$ cat config.mk
export PLATFORM = sky130hd
export DESIGN_NAME = multicore_lottery_scheduler
export DESIGN_NICKNAME = d
export VERILOG_FILES = /design/src/hw/rtl/mls_pkg.sv /design/src/hw/rtl/mls_ram.sv /design/src/hw/rtl/multicore_lottery_scheduler.sv
export SDC_FILE = /design/constraint.sdc
export NUM_CORES = 1
export LEC_CHECK = 0
export BUFFER_PORTS_ARGS = -buffer_cell sky130_fd_sc_hd__buf_2
export CORE_MARGIN = 5
export CORE_UTILIZATION = 50
export DETAILED_ROUTE_END_ITERATION = 16
export GPL_TIMING_DRIVEN = 0
export PLACE_DENSITY = 0.78
export SLEW_MARGIN = 20
export SYNTH_ARGS = -nofsm -noshare
export SYNTH_HDL_FRONTEND = slang
export SYNTH_HIERARCHICAL = 1
export SYNTH_SLANG_ARGS = --single-unit
$ cat constraint.sdc
create_clock -name clk_i -period 5.2 [get_ports clk_i]
set_input_delay 0.26 -clock clk_i [delete_from_list [all_inputs] [get_ports clk_i]]
set_output_delay 0.26 -clock clk_i [all_outputs]
set_load 0.02 [all_outputs]
$ cat src/hw/rtl/mls_pkg.sv
// shared types, codes and helpers of the multicore lottery scheduler
`timescale 1ns / 1ps

package mls_pkg;

  // operation codes carried in the input tuser
  localparam logic [1:0] OP_LOAD  = 2'd0;
  localparam logic [1:0] OP_TICK  = 2'd1;
  localparam logic [1:0] OP_START = 2'd2;
  localparam logic [1:0] OP_SPARE = 2'd3;  // spare code, ignored

  // record kinds carried in the output tuser
  localparam logic KIND_DONE = 1'b0;
  localparam logic KIND_SLOT = 1'b1;

  // completion counter ceiling
  localparam logic [4:0] DONE_MAX = 5'd31;

  // register indexes on the config port
  localparam logic REG_PROC_COUNT  = 1'b0;
  localparam logic REG_ACTIVE_CPUS = 1'b1;

  // one process table word
  typedef struct packed {
    logic [3:0] weight;
    logic [9:0] burst;
    logic [9:0] arrival;
    logic [7:0] pid;
  } proc_t;

  // clamp a signed metric to 0..2047
  function automatic logic [10:0] sat11(input logic signed [31:0] v);
    logic [10:0] r;
    if (v < 0) begin
      r = '0;
    end else if (v > 32'sd2047) begin
      r = 11'd2047;
    end else begin
      r = v[10:0];
    end
    return r;
  endfunction

endpackage

$ cat src/hw/rtl/mls_ram.sv
// generic single-port-write, single-port-read ram with registered read
`timescale 1ns / 1ps

module mls_ram #(
  parameter int WIDTH = 8,
  parameter int DEPTH = 16
) (
  input  logic                                   clk_i,
  input  logic                                   we_i,
  input  logic [((DEPTH > 1) ? $clog2(DEPTH) : 1)-1:0] waddr_i,
  input  logic [WIDTH-1:0]                       wdata_i,
  input  logic                                   re_i,
  input  logic [((DEPTH > 1) ? $clog2(DEPTH) : 1)-1:0] raddr_i,
  output logic [WIDTH-1:0]                       rdata_o
);

  logic [WIDTH-1:0] mem_q [DEPTH];
  logic [WIDTH-1:0] rdata_q;

  always_ff @(posedge clk_i) begin
    if (we_i) begin
      mem_q[waddr_i] <= wdata_i;
    end
    if (re_i) begin
      rdata_q <= mem_q[raddr_i];
    end
  end

  assign rdata_o = rdata_q;

endmodule

$ cat src/hw/rtl/multicore_lottery_scheduler.sv
// top level of the multicore lottery scheduler
`timescale 1ns / 1ps

// Takes one item at a time. A load or start transfer is taken in the idle
// state and does not start the sequencer. A tick runs a sequencer over the
// process table memory, one read port shared by every pass: a check step, a
// read and a check per active CPU to find finished processes, a read and an
// output per completion record, and for each idle CPU a select step, a ticket
// sum scan, a bit-serial modulo of the 16-bit draw and a winner scan, then a
// read and an output per timeline slot. Results leave through an output
// register, so a slow consumer only stalls the sequencer when a second record
// is ready. The table has no reset: entries must be loaded before a run uses
// them.

module multicore_lottery_scheduler #(
  parameter int NUM_PROCS  = 16,
  parameter int MAX_CPUS   = 4,
  parameter int TIME_LIMIT = 1024
) (
  input  logic         clk_i,
  input  logic         rst_ni,
  // input stream
  input  logic         s_axis_tvalid,
  output logic         s_axis_tready,
  // entry_index[3:0] proc_id[11:4] arrival[21:12] burst[31:22]
  // weight_level[35:32] rand_cpu0[51:36] rand_cpu1[67:52]
  // rand_cpu2[83:68] rand_cpu3[99:84]
  input  logic [103:0] s_axis_tdata,
  // operation[1:0]
  input  logic [1:0]   s_axis_tuser,
  // result stream
  output logic         m_axis_tvalid,
  input  logic         m_axis_tready,
  // cpu_number[1:0] busy_res[2] out_pid[10:3] finish_time[21:11]
  // turnaround[32:22] wait_time[43:33] all_done[44]
  output logic [47:0]  m_axis_tdata,
  // record_kind[0]
  output logic [0:0]   m_axis_tuser,
  output logic         m_axis_tlast,
  // config port
  input  logic         psel,
  input  logic         penable,
  input  logic         pwrite,
  input  logic [2:0]   paddr,
  input  logic [31:0]  pwdata,
  output logic [31:0]  prdata,
  output logic         pready
);

  localparam int PW    = (NUM_PROCS > 1) ? $clog2(NUM_PROCS) : 1;
  localparam int CNT_W = $clog2(NUM_PROCS + 1);
  localparam int TW    = $clog2(NUM_PROCS * 16 + 1);
  localparam int NW    = $clog2(TIME_LIMIT + 1);
  localparam int XW    = (NW > 10) ? NW : 10;
  localparam int CIW   = (MAX_CPUS > 1) ? $clog2(MAX_CPUS) : 1;

  // sequencer states
  localparam logic [3:0] ST_IDLE     = 4'd0;
  localparam logic [3:0] ST_CHECK    = 4'd1;
  localparam logic [3:0] ST_REL_RD   = 4'd2;
  localparam logic [3:0] ST_REL_CHK  = 4'd3;
  localparam logic [3:0] ST_CMP_RD   = 4'd4;
  localparam logic [3:0] ST_CMP_OUT  = 4'd5;
  localparam logic [3:0] ST_LOT_SEL  = 4'd6;
  localparam logic [3:0] ST_LOT_SUM  = 4'd7;
  localparam logic [3:0] ST_LOT_DIV  = 4'd8;
  localparam logic [3:0] ST_LOT_PICK = 4'd9;
  localparam logic [3:0] ST_TL_RD    = 4'd10;
  localparam logic [3:0] ST_TL_OUT   = 4'd11;

  // config registers
  logic [4:0] proc_count_q;
  logic [2:0] active_cpus_q;

  // control state
  logic [3:0]          state_q, state_d;
  logic [CIW-1:0]      c_q, c_d;
  logic [MAX_CPUS-1:0] rel_q, rel_d;
  logic [4:0]          done_q, done_d;
  logic                done_flag_q, done_flag_d;
  logic [NW-1:0]       now_q, now_d;
  logic [MAX_CPUS-1:0] busy_q, busy_d;
  logic [PW-1:0]       entry_q [MAX_CPUS];
  logic [PW-1:0]       entry_d [MAX_CPUS];
  logic [NUM_PROCS-1:0] running_q, running_d;
  logic [CNT_W-1:0]    issue_q, issue_d;
  logic                pend_q, pend_d;
  logic [PW-1:0]       pend_idx_q, pend_idx_d;
  logic [TW-1:0]       total_q, total_d;
  logic [TW-1:0]       sum_q, sum_d;
  logic [TW-1:0]       win_q, win_d;
  logic [15:0]         dvd_q, dvd_d;
  logic [3:0]          cnt_q, cnt_d;

  // captured random draws
  logic [15:0] rand_q [4];

  // output register
  logic        ovalid_q, ovalid_d;
  logic        okind_q, okind_d;
  logic [1:0]  ocpu_q, ocpu_d;
  logic        obusy_q, obusy_d;
  logic [7:0]  opid_q, opid_d;
  logic [10:0] ofin_q, ofin_d;
  logic [10:0] ota_q, ota_d;
  logic [10:0] owait_q, owait_d;
  logic        odone_q, odone_d;
  logic        olast_q, olast_d;

  // memory ports
  logic                 tab_we, rem_we, mem_re;
  logic [PW-1:0]        mem_waddr, mem_raddr;
  logic [9:0]           rem_wdata, rem_rdata;
  mls_pkg::proc_t       tab_wdata, tab_rdata;

  // derived values
  logic [CNT_W-1:0] np;
  logic [CIW-1:0]   nc_m1;
  logic             c_last;
  logic             in_xfer, cfg_wr;
  logic             slot_free;
  logic             issue_go, elig;
  logic [TW-1:0]    tickets;
  logic [TW-1:0]    sum_n;
  logic [TW:0]      div_tmp;
  logic [15:0]      rand_sel;
  logic [5:0]       done_sum;
  logic signed [31:0] ta_s, wait_s;

  mls_ram #(.WIDTH(32), .DEPTH(NUM_PROCS)) u_tab_ram (
    .clk_i   (clk_i),
    .we_i    (tab_we),
    .waddr_i (mem_waddr),
    .wdata_i (tab_wdata),
    .re_i    (mem_re),
    .raddr_i (mem_raddr),
    .rdata_o (tab_rdata)
  );

  mls_ram #(.WIDTH(10), .DEPTH(NUM_PROCS)) u_rem_ram (
    .clk_i   (clk_i),
    .we_i    (rem_we),
    .waddr_i (mem_waddr),
    .wdata_i (rem_wdata),
    .re_i    (mem_re),
    .raddr_i (mem_raddr),
    .rdata_o (rem_rdata)
  );

  // handshakes
  assign s_axis_tready = (state_q == ST_IDLE);
  assign in_xfer       = s_axis_tvalid & s_axis_tready;
  assign cfg_wr        = psel & penable & pwrite;
  assign pready        = 1'b1;
  assign slot_free     = ~ovalid_q | m_axis_tready;

  always_comb begin
    if (paddr[2] == mls_pkg::REG_ACTIVE_CPUS) begin
      prdata = {29'd0, active_cpus_q};
    end else begin
      prdata = {27'd0, proc_count_q};
    end
  end

  // register values clamped to what the hardware has
  always_comb begin
    if (32'(proc_count_q) > NUM_PROCS) begin
      np = CNT_W'(NUM_PROCS);
    end else begin
      np = CNT_W'(proc_count_q);
    end
    if (active_cpus_q == 3'd0) begin
      nc_m1 = '0;
    end else if (32'(active_cpus_q) > MAX_CPUS) begin
      nc_m1 = CIW'(MAX_CPUS - 1);
    end else begin
      nc_m1 = CIW'(active_cpus_q - 3'd1);
    end
  end

  assign c_last = (c_q == nc_m1);

  always_comb begin
    case (2'(c_q))
      2'd0:    rand_sel = rand_q[0];
      2'd1:    rand_sel = rand_q[1];
      2'd2:    rand_sel = rand_q[2];
      default: rand_sel = rand_q[3];
    endcase
  end

  // scan datapath: one table entry returns per cycle
  assign issue_go = (issue_q < np);
  assign elig     = pend_q & (XW'(tab_rdata.arrival) <= XW'(now_q)) &
                    (rem_rdata != 10'd0) & ~running_q[pend_idx_q];
  assign tickets  = TW'(tab_rdata.weight) + TW'(1);
  assign sum_n    = sum_q + tickets;
  assign div_tmp  = {win_q, dvd_q[15]};
  assign done_sum = {1'b0, done_q} + 6'($countones(rel_d));

  // completion metrics, clamped
  assign ta_s   = $signed(32'(now_q)) - $signed(32'(tab_rdata.arrival));
  assign wait_s = ta_s - $signed(32'(tab_rdata.burst));

  always_comb begin
    state_d     = state_q;
    c_d         = c_q;
    rel_d       = rel_q;
    done_d      = done_q;
    done_flag_d = done_flag_q;
    now_d       = now_q;
    busy_d      = busy_q;
    entry_d     = entry_q;
    running_d   = running_q;
    issue_d     = issue_q;
    pend_d      = 1'b0;
    pend_idx_d  = pend_idx_q;
    total_d     = total_q;
    sum_d       = sum_q;
    win_d       = win_q;
    dvd_d       = dvd_q;
    cnt_d       = cnt_q;

    ovalid_d = ovalid_q & ~m_axis_tready;
    okind_d  = okind_q;
    ocpu_d   = ocpu_q;
    obusy_d  = obusy_q;
    opid_d   = opid_q;
    ofin_d   = ofin_q;
    ota_d    = ota_q;
    owait_d  = owait_q;
    odone_d  = odone_q;
    olast_d  = olast_q;

    tab_we    = 1'b0;
    rem_we    = 1'b0;
    mem_re    = 1'b0;
    mem_waddr = entry_q[c_q];
    mem_raddr = entry_q[c_q];
    tab_wdata = '{weight: s_axis_tdata[35:32], burst: s_axis_tdata[31:22],
                  arrival: s_axis_tdata[21:12], pid: s_axis_tdata[11:4]};
    rem_wdata = s_axis_tdata[31:22];

    case (state_q)
      ST_IDLE: begin
        if (in_xfer) begin
          case (s_axis_tuser)
            mls_pkg::OP_LOAD: begin
              if (32'(s_axis_tdata[3:0]) < NUM_PROCS) begin
                tab_we    = 1'b1;
                rem_we    = 1'b1;
                mem_waddr = PW'(s_axis_tdata[3:0]);
              end
            end
            mls_pkg::OP_TICK: begin
              state_d = ST_CHECK;
            end
            mls_pkg::OP_START: begin
              now_d     = '0;
              done_d    = '0;
              busy_d    = '0;
              running_d = '0;
              for (int k = 0; k < MAX_CPUS; k++) begin
                entry_d[k] = '0;
              end
            end
            default: begin
            end
          endcase
        end
      end

      // a finished run or the time limit turns the tick into a no-op
      ST_CHECK: begin
        c_d   = '0;
        rel_d = '0;
        if ((32'(done_q) >= 32'(np)) || (32'(now_q) >= TIME_LIMIT)) begin
          state_d = ST_IDLE;
        end else begin
          state_d = ST_REL_RD;
        end
      end

      // find every cpu whose process has run out before any record leaves
      ST_REL_RD: begin
        mem_re  = 1'b1;
        state_d = ST_REL_CHK;
      end

      ST_REL_CHK: begin
        rel_d[c_q] = busy_q[c_q] & (rem_rdata == 10'd0);
        if (c_last) begin
          done_d      = (done_sum > 6'(mls_pkg::DONE_MAX)) ?
                        mls_pkg::DONE_MAX : done_sum[4:0];
          done_flag_d = (32'(done_d) >= 32'(np));
          c_d         = '0;
          state_d     = ST_CMP_RD;
        end else begin
          c_d     = c_q + CIW'(1);
          state_d = ST_REL_RD;
        end
      end

      ST_CMP_RD: begin
        if (rel_q[c_q]) begin
          mem_re  = 1'b1;
          state_d = ST_CMP_OUT;
        end else if (c_last) begin
          c_d     = '0;
          state_d = ST_LOT_SEL;
        end else begin
          c_d = c_q + CIW'(1);
        end
      end

      ST_CMP_OUT: begin
        if (slot_free) begin
          ovalid_d = 1'b1;
          okind_d  = mls_pkg::KIND_DONE;
          ocpu_d   = 2'(c_q);
          obusy_d  = 1'b0;
          opid_d   = tab_rdata.pid;
          ofin_d   = mls_pkg::sat11($signed(32'(now_q)));
          ota_d    = mls_pkg::sat11(ta_s);
          owait_d  = mls_pkg::sat11(wait_s);
          odone_d  = done_flag_q;
          olast_d  = 1'b0;
          busy_d[c_q]               = 1'b0;
          running_d[entry_q[c_q]]   = 1'b0;
          if (c_last) begin
            c_d     = '0;
            state_d = ST_LOT_SEL;
          end else begin
            c_d     = c_q + CIW'(1);
            state_d = ST_CMP_RD;
          end
        end
      end

      // idle cpus draw in cpu order
      ST_LOT_SEL: begin
        issue_d = '0;
        total_d = '0;
        sum_d   = '0;
        if (!busy_q[c_q]) begin
          state_d = ST_LOT_SUM;
        end else if (c_last) begin
          c_d     = '0;
          state_d = ST_TL_RD;
        end else begin
          c_d = c_q + CIW'(1);
        end
      end

      ST_LOT_SUM: begin
        mem_re     = issue_go;
        mem_raddr  = issue_q[PW-1:0];
        pend_d     = issue_go;
        pend_idx_d = issue_q[PW-1:0];
        if (issue_go) begin
          issue_d = issue_q + CNT_W'(1);
        end
        if (elig) begin
          total_d = total_q + tickets;
        end
        if (!issue_go && !pend_q) begin
          win_d = '0;
          dvd_d = rand_sel;
          cnt_d = '0;
          if (total_q == '0) begin
            if (c_last) begin
              c_d     = '0;
              state_d = ST_TL_RD;
            end else begin
              c_d     = c_q + CIW'(1);
              state_d = ST_LOT_SEL;
            end
          end else begin
            state_d = ST_LOT_DIV;
          end
        end
      end

      // restoring remainder, one draw bit per cycle
      ST_LOT_DIV: begin
        dvd_d = {dvd_q[14:0], 1'b0};
        cnt_d = cnt_q + 4'd1;
        if (div_tmp >= {1'b0, total_q}) begin
          win_d = TW'(div_tmp - {1'b0, total_q});
        end else begin
          win_d = div_tmp[TW-1:0];
        end
        if (cnt_q == 4'd15) begin
          issue_d = '0;
          sum_d   = '0;
          state_d = ST_LOT_PICK;
        end
      end

      ST_LOT_PICK: begin
        mem_re     = issue_go;
        mem_raddr  = issue_q[PW-1:0];
        pend_d     = issue_go;
        pend_idx_d = issue_q[PW-1:0];
        if (issue_go) begin
          issue_d = issue_q + CNT_W'(1);
        end
        if (elig) begin
          sum_d = sum_n;
        end
        if ((elig && (sum_n > win_q)) || (!issue_go && !pend_q)) begin
          if (elig && (sum_n > win_q)) begin
            busy_d[c_q]            = 1'b1;
            entry_d[c_q]           = pend_idx_q;
            running_d[pend_idx_q]  = 1'b1;
          end
          if (c_last) begin
            c_d     = '0;
            state_d = ST_TL_RD;
          end else begin
            c_d     = c_q + CIW'(1);
            state_d = ST_LOT_SEL;
          end
        end
      end

      // one timeline slot per active cpu, running process loses one tick
      ST_TL_RD: begin
        mem_re  = 1'b1;
        state_d = ST_TL_OUT;
      end

      ST_TL_OUT: begin
        if (slot_free) begin
          ovalid_d = 1'b1;
          okind_d  = mls_pkg::KIND_SLOT;
          ocpu_d   = 2'(c_q);
          obusy_d  = busy_q[c_q];
          opid_d   = busy_q[c_q] ? tab_rdata.pid : 8'd0;
          ofin_d   = '0;
          ota_d    = '0;
          owait_d  = '0;
          odone_d  = done_flag_q;
          olast_d  = c_last;
          if (busy_q[c_q] && (rem_rdata != 10'd0)) begin
            rem_we    = 1'b1;
            rem_wdata = rem_rdata - 10'd1;
          end
          if (c_last) begin
            now_d   = now_q + NW'(1);
            state_d = ST_IDLE;
          end else begin
            c_d     = c_q + CIW'(1);
            state_d = ST_TL_RD;
          end
        end
      end

      default: begin
        state_d = ST_IDLE;
      end
    endcase
  end

  always_ff @(posedge clk_i or negedge rst_ni) begin
    if (!rst_ni) begin
      proc_count_q  <= 5'd1;
      active_cpus_q <= 3'd1;
      state_q       <= ST_IDLE;
      c_q           <= '0;
      rel_q         <= '0;
      done_q        <= '0;
      done_flag_q   <= 1'b0;
      now_q         <= '0;
      busy_q        <= '0;
      running_q     <= '0;
      issue_q       <= '0;
      pend_q        <= 1'b0;
      cnt_q         <= '0;
      ovalid_q      <= 1'b0;
      for (int k = 0; k < MAX_CPUS; k++) begin
        entry_q[k] <= '0;
      end
    end else begin
      if (cfg_wr) begin
        if (paddr[2] == mls_pkg::REG_PROC_COUNT) begin
          proc_count_q <= pwdata[4:0];
        end else begin
          active_cpus_q <= pwdata[2:0];
        end
      end
      state_q     <= state_d;
      c_q         <= c_d;
      rel_q       <= rel_d;
      done_q      <= done_d;
      done_flag_q <= done_flag_d;
      now_q       <= now_d;
      busy_q      <= busy_d;
      running_q   <= running_d;
      issue_q     <= issue_d;
      pend_q      <= pend_d;
      cnt_q       <= cnt_d;
      ovalid_q    <= ovalid_d;
      entry_q     <= entry_d;
    end
  end

  // payload registers
  always_ff @(posedge clk_i) begin
    if (in_xfer && (s_axis_tuser == mls_pkg::OP_TICK)) begin
      rand_q[0] <= s_axis_tdata[51:36];
      rand_q[1] <= s_axis_tdata[67:52];
      rand_q[2] <= s_axis_tdata[83:68];
      rand_q[3] <= s_axis_tdata[99:84];
    end
    pend_idx_q <= pend_idx_d;
    total_q    <= total_d;
    sum_q      <= sum_d;
    win_q      <= win_d;
    dvd_q      <= dvd_d;
    okind_q    <= okind_d;
    ocpu_q     <= ocpu_d;
    obusy_q    <= obusy_d;
    opid_q     <= opid_d;
    ofin_q     <= ofin_d;
    ota_q      <= ota_d;
    owait_q    <= owait_d;
    odone_q    <= odone_d;
    olast_q    <= olast_d;
  end

  assign m_axis_tvalid = ovalid_q;
  assign m_axis_tdata  = {3'd0, odone_q, owait_q, ota_q, ofin_q, opid_q, obusy_q, ocpu_q};
  assign m_axis_tuser  = okind_q;
  assign m_axis_tlast  = olast_q;

  // every busy cpu owns exactly one running entry
  a_run_count : assert property (@(posedge clk_i) disable iff (!rst_ni)
    $countones(running_q) == $countones(busy_q))
    else $error("running flags and busy cpus disagree");

  for (genvar k = 0; k < MAX_CPUS; k++) begin : g_own
    a_busy_owns : assert property (@(posedge clk_i) disable iff (!rst_ni)
      busy_q[k] |-> running_q[entry_q[k]])
      else $error("busy cpu entry not marked running");
  end

  // the draw always lands inside the ticket range
  a_win_range : assert property (@(posedge clk_i) disable iff (!rst_ni)
    (state_q == ST_LOT_PICK) |-> (win_q < total_q))
    else $error("lottery draw outside ticket total");

endmodule
### Yosys cells after proc, flatten, opt, wreduce, memory -nomap -nowiden

Memory sizes are Yosys's and may differ from the RTL's. A register that Yosys moved wholly into a read port is not among the register bits.
Index checks and enable logic that the tools add are counted.

* register bits: 176
* bits in writable memories: 736
* input port bits: 148
* output and inout port bits: 85
* logic and storage cells: 316
* memories kept: 3

Memory list
* u_tab_ram.mem_q: depth 16, bits a word 32, rd ports 1, clocked after memory_dff 1, wr ports 1, RTL line mls_ram.sv:17 `logic [WIDTH-1:0] mem_q [DEPTH];`
* u_rem_ram.mem_q: depth 16, bits a word 10, rd ports 1, clocked after memory_dff 1, wr ports 1, RTL line mls_ram.sv:17
* rand_q: depth 4, bits a word 16, rd ports 4, clocked after memory_dff 0, wr ports 4, RTL line multicore_lottery_scheduler.sv:96 `logic [15:0] rand_q [4];`

* add/sub/neg operators: 16
* order comparisons: 22
* eq/ne operators: 37
* muxes and demuxes: 139
* bitwise operators: 20
* reductions and logical operators: 47

Operators by type and width (count)
* $mux W11: 12
* $mux W16: 8
* $mux W4: 27
* $pmux W16 S3: 2
* $pmux W11 S2: 4
* $pmux W16 S2: 2
* $pmux W4 S12: 1
* $mux W9: 5
* $mux W5: 8
* $pmux W9 S2: 2
* $mux W10: 3
* $ne A2 B2 Y1 const B: 14
* $pmux W9 S3: 1
* $mux W2: 13
* $mux W1: 25
* $mux W8: 3
* $eq A4 B4 Y1 const B: 5
* $add A9 B5 Y9: 2
* $reduce_and A9 Y1: 2
* $and A16 B16 Y16: 1
* $bwmux W16: 1
* $eq A4 B3 Y1 const B: 4
* $not A16 Y16: 1
* $or A16 B16 Y16: 1
* other kinds (80): 134

### Longest topological paths before layout

Gate-level depths: netlist of run 1.

* depth after elaboration: 13
* gate-level depth with buffers: 24

### Modules after synthesis

Netlist of run 1, hierarchy kept.

By module, submodules not included
* mls_ram at u_tab_ram: times used 1, cells each 838, area an instance 20155.6 um^2, seq. area each 16335.7 um^2
* multicore_lottery_scheduler: times used 1, cells each 1311, area an instance 13847.0 um^2, seq. area each 6799.0 um^2
* mls_ram at u_rem_ram: times used 1, cells each 279, area an instance 6453.7 um^2, seq. area each 5104.9 um^2

### Worst setup path after synthesis of run 1

No wires, ideal clock.

* path kind: register to register
* start point: register state_q[2]
* end point: memory u_tab_ram.mem_q[0][0] (enable)
* setup time: 0.461 ns
* arrival: 4.616 ns
* required time: 4.739 ns
* setup slack: 0.123 ns
* stages on the path, launching flop included: 9
* path buffers: 2
* cell sequence: dfrtp_1 > buf_2 > nor2_1 > nand2_1 > or4b_2 > clkbuf_1 > mux2_2 > or3b_2 > nor3_1

* elaborated cells between the ends (all ways): 8

RTL lines
* start: declaration: RTL line multicore_lottery_scheduler.sv:76 `logic [3:0] state_q, state_d;`
* start signal: assignment: RTL line multicore_lottery_scheduler.sv:492 `state_q <= state_d;`
* $logic_not A4 Y1 *: RTL line multicore_lottery_scheduler.sv:151, multicore_lottery_scheduler.sv:244
* $and A1 B1 Y1: RTL line multicore_lottery_scheduler.sv:152 `assign in_xfer = s_axis_tvalid & s_axis_tready;`
* $mux W4: RTL line multicore_lottery_scheduler.sv:246 `if (in_xfer) begin`
* $mux W4 *: RTL line multicore_lottery_scheduler.sv:244 `case (state_q)`
* via mem_waddr[2]: RTL line multicore_lottery_scheduler.sv:112 `logic [PW-1:0] mem_waddr, mem_raddr;`
* end: declaration: RTL line mls_ram.sv:17

The timed path passes the listed nets; every way through them passes the cells marked *.

### Worst setup path in the final report of run 1

* start point: register state_q[0]
* end point: register done_flag_q

* longest elaborated chain between the ends: 8
* elaborated cells between the ends (all ways): 11

RTL lines
* $eq A4 B2 Y1 / $eq A4 B1 Y1 (equally long branches): RTL line multicore_lottery_scheduler.sv:244
* $pmux W4 S2 *: RTL line multicore_lottery_scheduler.sv:244
* via rel_d[0]: RTL line multicore_lottery_scheduler.sv:78 `logic [MAX_CPUS-1:0] rel_q, rel_d;`
* $add A1 B1 Y2 (implied by the code) *: RTL line multicore_lottery_scheduler.sv:199 `assign done_sum = {1'b0, done_q} + 6'($countones(rel_d));`
* $add A2 B2 Y3 (implied by the code) *: RTL line multicore_lottery_scheduler.sv:199
* $add A5 B3 Y6 *: RTL line multicore_lottery_scheduler.sv:199
* $gt A6 B5 Y1: RTL line multicore_lottery_scheduler.sv:293 `done_d = (done_sum > 6'(mls_pkg::DONE_MAX)) ?`
* $mux W5 *: RTL line multicore_lottery_scheduler.sv:293
* $ge A5 B5 Y1 *: RTL line multicore_lottery_scheduler.sv:295 `done_flag_d = (32'(done_d) >= 32'(np));`
* end signal: assignment: RTL line multicore_lottery_scheduler.sv:496 `done_flag_q <= done_flag_d;`
* end: declaration: RTL line multicore_lottery_scheduler.sv:80 `logic done_flag_q, done_flag_d;`

Marks and branches as above.
A chain may end at the register's enable or synchronous reset.

==> out/metrics.cfg, run 1 <==
[run_status]
status=finished, final reports clean

[pwr]
ir_drop_v=0.0003967
p_per_area_mw_per_mm2=553.0
p_leak_nw=16.75
p_total_mw=26.33

[global_route]
grt_pass1_wl_mm=157.0
grt_overflow=0
antenna_found_initial=9
grt_max_degree=44
track_usage=0.2389
grt_pass1_vias=25430

[worst_setup_path]
r2r_setup_slack_ps=400
crit_type=flop to flop
worstPathCellList=clkbuf_1 -> inv_1 -> clkbuf_1 -> nor3_1 -> nand2_1 -> o22ai_1 -> nand2_1 -> o21ai_0 -> inv_1 -> fa_1 -> inv_1 -> fa_1 -> a21oi_1 -> nor2b_1 -> a31oi_1 -> ha_1 -> nand2b_1 -> a21oi_1 -> nor2b_1 -> o21ai_0 -> nand2b_1 -> a21oi_1 -> o21ai_0
critPathMaxFanout=10
crit_slowest_cell=nor3_1
reg2reg_to=done_flag_q
critPathRequiredTime_ps=5730
startpoint_type=flop
r2r_cells=23
critPathArrivalTime_ps=5330
critPathCaptureType=flop
slowest_delay_ps=570
rr_startpoint=state_q[0]

[layout]
drive_above_1_share=0.2217
finalNonFillerCells=4006
post-route-util=0.5921
syn_to_final_growth_pct=17.70
final_nets=3094
final_cell_mix=872 x edfxtp_1, 181 x buf_2, 163 x mux4_2
final_common_cell=edfxtp_1

[floorplan]
dieHeight_um=294.5
ioPinCount=233
die_x_um=294.5
initial_core_util=0.5031
dieArea_mm2=0.08670
coreArea_mm2=0.08042
rows=104

[routing]
wire_per_inst_um=26.24
vias_per_cell=6.155
drcViolationCount=0
drtAntennaViolNets=0
routed_wl_mm=105.1
first_pass_iters=7
vias=24660
drtIter0Drc=2828

[clock_network]
clk_pin_slew_worst_paths_ps=60
clk_path_buf_depth=3
cts_made_buffers=94
cts.sinks=954
cts_tree=built
cts-htree-levels=3
insertion_delay_ps=680
root_buffer=clkbuf_16

[logic_synthesis]
yosys-mux-area-fraction=0.1090
synthCells=2428
ys_warn_count=6
synth_cell_types=89
synth.avg_cell_area_um2=16.66
yosysSeqAreaShare=0.6980
synthArstFlopShare=0.08595
synth_area_mm2=0.04046
synth_flop_cell=edfxtp_1
synthXorXnorAreaFrac=0.009093
yosys.area_share.simple=0.06284
synth_seq_cells=954
synth_fa_ha_area_frac=0.02709
synth_compound_area_frac=0.06668
synth_top_family_by_area=multiplexers
synth-edff-count=872

[timing]
rsz0062_at_grt=false
tightest_slew_ps=1094
hold_violations=0
drv_slew=0
fin_ws_ps=398.1
fmax_mhz=208.3
setup_viol=0
relSlewSlack=0.2649
timing.final.crit_share=0.9234
finalClockSkew_ps=42.94
timing.final.crit_period_ps=4802

[min_path]
min_path_type=primary input to flop
holdPathStages=1
holdPathEnd=u_tab_ram/mem_q[7][18]
worstHoldStart=s_axis_tdata[22]

[place]
gp_congestion=0.9036
dp_hpwl_mm=68.36
placed_cells_incl_taps=3726
preCtsSetupSlack_ps=-23.08
io_buffers=168

[flow_run]
maxCapViolations=0

state kept, by name, indices dropped and copies added (netlist names), 8 cells and up:
| signal | cells |
|---|---|
| running_q | 16 |
| u_tab_ram/mem_q | 512 |
| entry_q | 16 |
| now_q | 11 |
| dvd_q | 16 |
| opid_q | 8 |
| owait_q | 11 |
| u_tab_ram/rdata_o | 32 |
| rand_q | 64 |
| win_q | 9 |
| u_rem_ram/mem_q | 160 |
| sum_q | 9 |
| total_q | 9 |
| ota_q | 11 |
| u_rem_ram/rdata_o | 10 |
| ofin_q | 11 |
Yosys cell counts (all sizes together) (9+ instances only):
cell | n | area [µm²]
a222oi | 16 | 160.2
nor2b | 48 | 300.3
o21ai | 85 | 447.9
and2 | 32 | 202.7
a31oi | 38 | 237.7
o21a | 9 | 67.56
nor2 | 134 | 510.5
a41oi | 12 | 105.1
mux4 | 177 | 4039
nand2 | 153 | 574.3
mux2 | 25 | 281.5
xnor2 | 26 | 227.7
xor2 | 16 | 140.1
clkbuf | 54 | 202.7
edfxtp | 872 | 26190
dfrtp | 80 | 2002
a21oi | 61 | 309.1
nand4 | 14 | 87.58
buf | 85 | 554.3
ha | 74 | 925.9
a22oi | 90 | 675.7
nand3 | 25 | 130.1
mux2i | 9 | 90.09
a21o | 18 | 135.1
o2bb2ai | 12 | 105.1
inv | 89 | 334.1
and3 | 13 | 81.33
nand2b | 14 | 87.58
nor3 | 31 | 160.1
stage by stage:
step,cell area [µm²],TNS [ps],hold WS (ps)
after floorplan,40570,0,-35.59
after global placement,42730,-442270,439.3
after detailed placement,43520,-23.08,285.7
after CTS,47570,0,4.381
after global routing,47610,0,12.32
final,47620,0,19.56
routing by layer:
layer  global-route usage  vias up  wire length [µm]
li1                     -    10410                 -
met1               0.3061    12430             38210
met2               0.4093     1572             53150
met3              0.05139      239             10130
met4              0.08166        4              3615
met5                    0        -                27
logic make-up (layout without fill, tap and decap cells):
family,Yosys count,count (layout)
buf+inv,229,713
simple gates,514,514
fa+ha+maj,83,83
xor+xnor,42,42
mux,211,211
compound gates,393,393
flops,954,954
other cells,2,36
critical path: cells and delay by family (launching register included):
| family | cells | cell delay, ps |
|---|---|---|
| flip-flops | 1 | 330 |
| buffers and inverters | 5 | 870 |
| AO/OA/AOI/OAI | 8 | 1170 |
| AND/OR/NAND/NOR | 7 | 1140 |
| adder cells (fa/ha/maj) | 3 | 1150 |
worst max-delay path by stage:
stage	start	endpoint	depth (start not counted)
5_1_grt	u_rem_ram/rdata_o[0]	done_flag_q	21
2_1_floorplan	state_q[2]	u_tab_ram/mem_q[0][0]	8
3_3_place_gp	state_q[2]	u_tab_ram/mem_q[0][1]	8
3_5_place_dp	u_rem_ram/rdata_o[0]	done_flag_q	21
6_report	state_q[0]	done_flag_q	23
4_1_cts	u_rem_ram/rdata_o[0]	done_flag_q	21
repair_timing:
action,4_1_cts,5_1_grt
hold buffers,101,0
hold endpoints to repair,590,0
endpoints found under the setup margin,1,1
gates resized for setup,1,2
setup buffers,0,2
pin swaps,0,0
final cells by class:
class	instances	area, µm²
diodes	5	12.51
fillers	5657	32800
flip-flops and latches	954	28240
repair buffers	312	2472
plain buffers	138	754.5
clock buffers	114	2427
clock inverters	59	598.1
inverters	90	337.8
multi-input cells	1274	11450
well taps	1060	1326
power by group:
part	switching [mW]	internal (mW)	total [mW]
registers	0.397	9.23	9.62
logic	6.01	4.06	10.1
clock network	2.97	3.67	6.64
total	9.38	17.0	26.3
Note: power is estimated with default switching activity, not from simulation.
==> inputs of run 2 (changes only) <==
CORE_MARGIN = unset   (was 5)
CTS_BUF_LIST = sky130_fd_sc_hd__clkbuf_16   (was unset)
GPL_TIMING_DRIVEN = unset   (was 0)
==> run 2 against run 1 <==
Fmax increased by 2.2%. Combinational power decreased by 4%. Design area decreased by 1.5%. Cell count decreased by 3.3%. Clock skew increased by 6.8 ps. Sequential power about the same. Global-route usage decreased by 0.25 points. Clock-buffer cell count decreased by 19. Die area decreased by 5.4%. Critical path depth decreased by 1. Register-to-register slack improved by 100 ps. Largest cell class unchanged.
==> out/metrics.cfg, run 2 (synthesized netlist as in run 1, its figures left out) <==
[clock_network]
clk_path_buf_depth=3
cts.sinks=954
ctsResizeCount=0
cts_made_buffers=95
insertion_delay_ps=680
postCtsSetupRepairBufs=0
root_buffer=clkbuf_16
cts_tree=built
clk_pin_slew_worst_paths_ps=70
cts-htree-levels=3

[layout]
fillerInstances=5627
syn_to_final_growth_pct=15.94
finalNonFillerCells=3875
final_cell_mix=872 x edfxtp_1, 167 x buf_2, 163 x mux4_2
final_nets=2976
final_common_cell=edfxtp_1
drive_above_1_share=0.2197
top_regs=u_tab_ram/mem_q: 512 flops, u_rem_ram/mem_q: 160 flops, rand_q: 64 flops
largest_register=u_tab_ram/mem_q
largest_reg_flops=512

[place]
gp_congestion=0.8780
io_buffers=168
placed_cells_incl_taps=3600
dp_hpwl_mm=58.81

[global_route]
track_usage=0.2365
grt_pass1_wl_mm=146.1
grt_pass1_vias=24330
grt_overflow=0
grt_max_degree=83
antenna_found_initial=11

[routing]
vias_per_cell=6.086
drtIter0Drc=2399
wire_per_inst_um=25.15
drtAntennaViolNets=0
routed_wl_mm=97.46
first_pass_iters=8
vias=23580
drcViolationCount=0

[timing]
fin_tns_setup_ps=0
relSlewSlack=0.2586
rsz0062_at_grt=false
tightest_slew_ps=1108
finalClockSkew_ps=49.75
whs_ps=20.92
fmax_mhz=212.9
drv_slew=0
setup_viol=0
timing.final.crit_period_ps=4697
timing.final.crit_share=0.9033
hold_violations=0

[worst_setup_path]
startpoint_type=flop
critPathCaptureType=flop
r2r_setup_slack_ps=500
crit_type=flop to flop
critPathRequiredTime_ps=5740
critPathMaxFanout=5
r2r_cells=22
rr_startpoint=u_rem_ram/rdata_o[0]
reg2reg_to=done_flag_q
critPathArrivalTime_ps=5230

[floorplan]
initial_core_util=0.5088
rows=103
dieArea_mm2=0.08205
coreArea_mm2=0.07952
ioPinCount=233
die_x_um=286.5
dieHeight_um=286.5

[run_status]
status=finished, final reports clean

[pwr]
p_per_area_mw_per_mm2=554.7
ir_drop_v=0.0003485
p_leak_nw=16.48

[min_path]
holdPathEnd=u_tab_ram/mem_q[0][18]
min_path_type=primary input to flop
worstHoldStart=s_axis_tdata[22]
holdPathStages=1

[flow_run]
maxCapViolations=0

==> run 2: per-stage QoR <==
stage	total power [mW]	cell area, µm²	util	setup WS [ps]
finish	26.02	46900	0.5899	503.0
detailed placement	19.16	42760	0.5378	544.8
global placement	18.80	42760	0.5377	678.8
floorplan	16.38	40570	-	123.1
global route	27.08	46900	0.5898	155.1
CTS	26.00	46830	0.5890	536.4
==> run 2: timing repair <==
| item | CTS | global route |
|---|---|---|
| hold buffers | 98 | 0 |
| setup endpoints to repair | 0 | 0 |
| endpoints found under the hold margin | 571 | 0 |
==> run 2: area by class of cell <==
class	instances	area, µm²	share of cell area
flip-flops and latches	954	28240	0.6021
well taps	1050	1314	0.02801
inverters	90	337.8	0.007203
repair buffers	331	2454	0.05231
diodes	3	7.507	0.0001601
clock inverters	78	711.9	0.01518
multi-input cells	1274	11460	0.2444
clock buffers	95	2377	0.05068
==> run 2: worst max path at each step <==
stage / startpoint / endpoint / slack (ps) / cells after the start
2_1_floorplan: state_q[2] / u_tab_ram/mem_q[0][0] / 120 / 8
3_3_place_gp: u_rem_ram/rdata_o[5] / done_flag_q / 680 / 21
3_5_place_dp: u_rem_ram/rdata_o[5] / done_flag_q / 540 / 19
4_1_cts: u_rem_ram/rdata_o[0] / done_flag_q / 540 / 22
5_1_grt: u_rem_ram/rdata_o[0] / done_flag_q / 160 / 24
6_report: u_rem_ram/rdata_o[0] / done_flag_q / 500 / 22
==> run 2: power breakdown <==
group	total, mW	internal (mW)	switching (mW)
clock network	6.71	3.76	2.95
logic	9.70	4.01	5.68
registers	9.62	9.23	0.388
total	26.0	17.0	9.02
==> run 2: layer usage <==
metal  vias to the layer above  wire [µm]  global-route usage
met2                      1265      49140              0.4058
li1                      10150          -                   -
met4                        10       3240             0.08797
met5                         -         52                   0
met3                       223       8135             0.04094
met1                     11940      36900              0.3017
==> run 2: worst max-delay path, cell delays in order (launching register included) <==
cell      delay (ps)
edfxtp_1         400
inv_1            100
ha_1             180
nor3b_1          220
buf_4            180
nor4b_2          420
nand2_1          150
nor2_1           210
a22oi_1          170
fa_1             560
inv_1             50
fa_1             370
a21oi_1          150
nor2b_1          110
a31oi_1          240
ha_1             260
nand2b_1         140
a21oi_1          140
nor2b_1           60
o21ai_0          170
nand2b_1          80
a21oi_1          130
o21ai_0           70
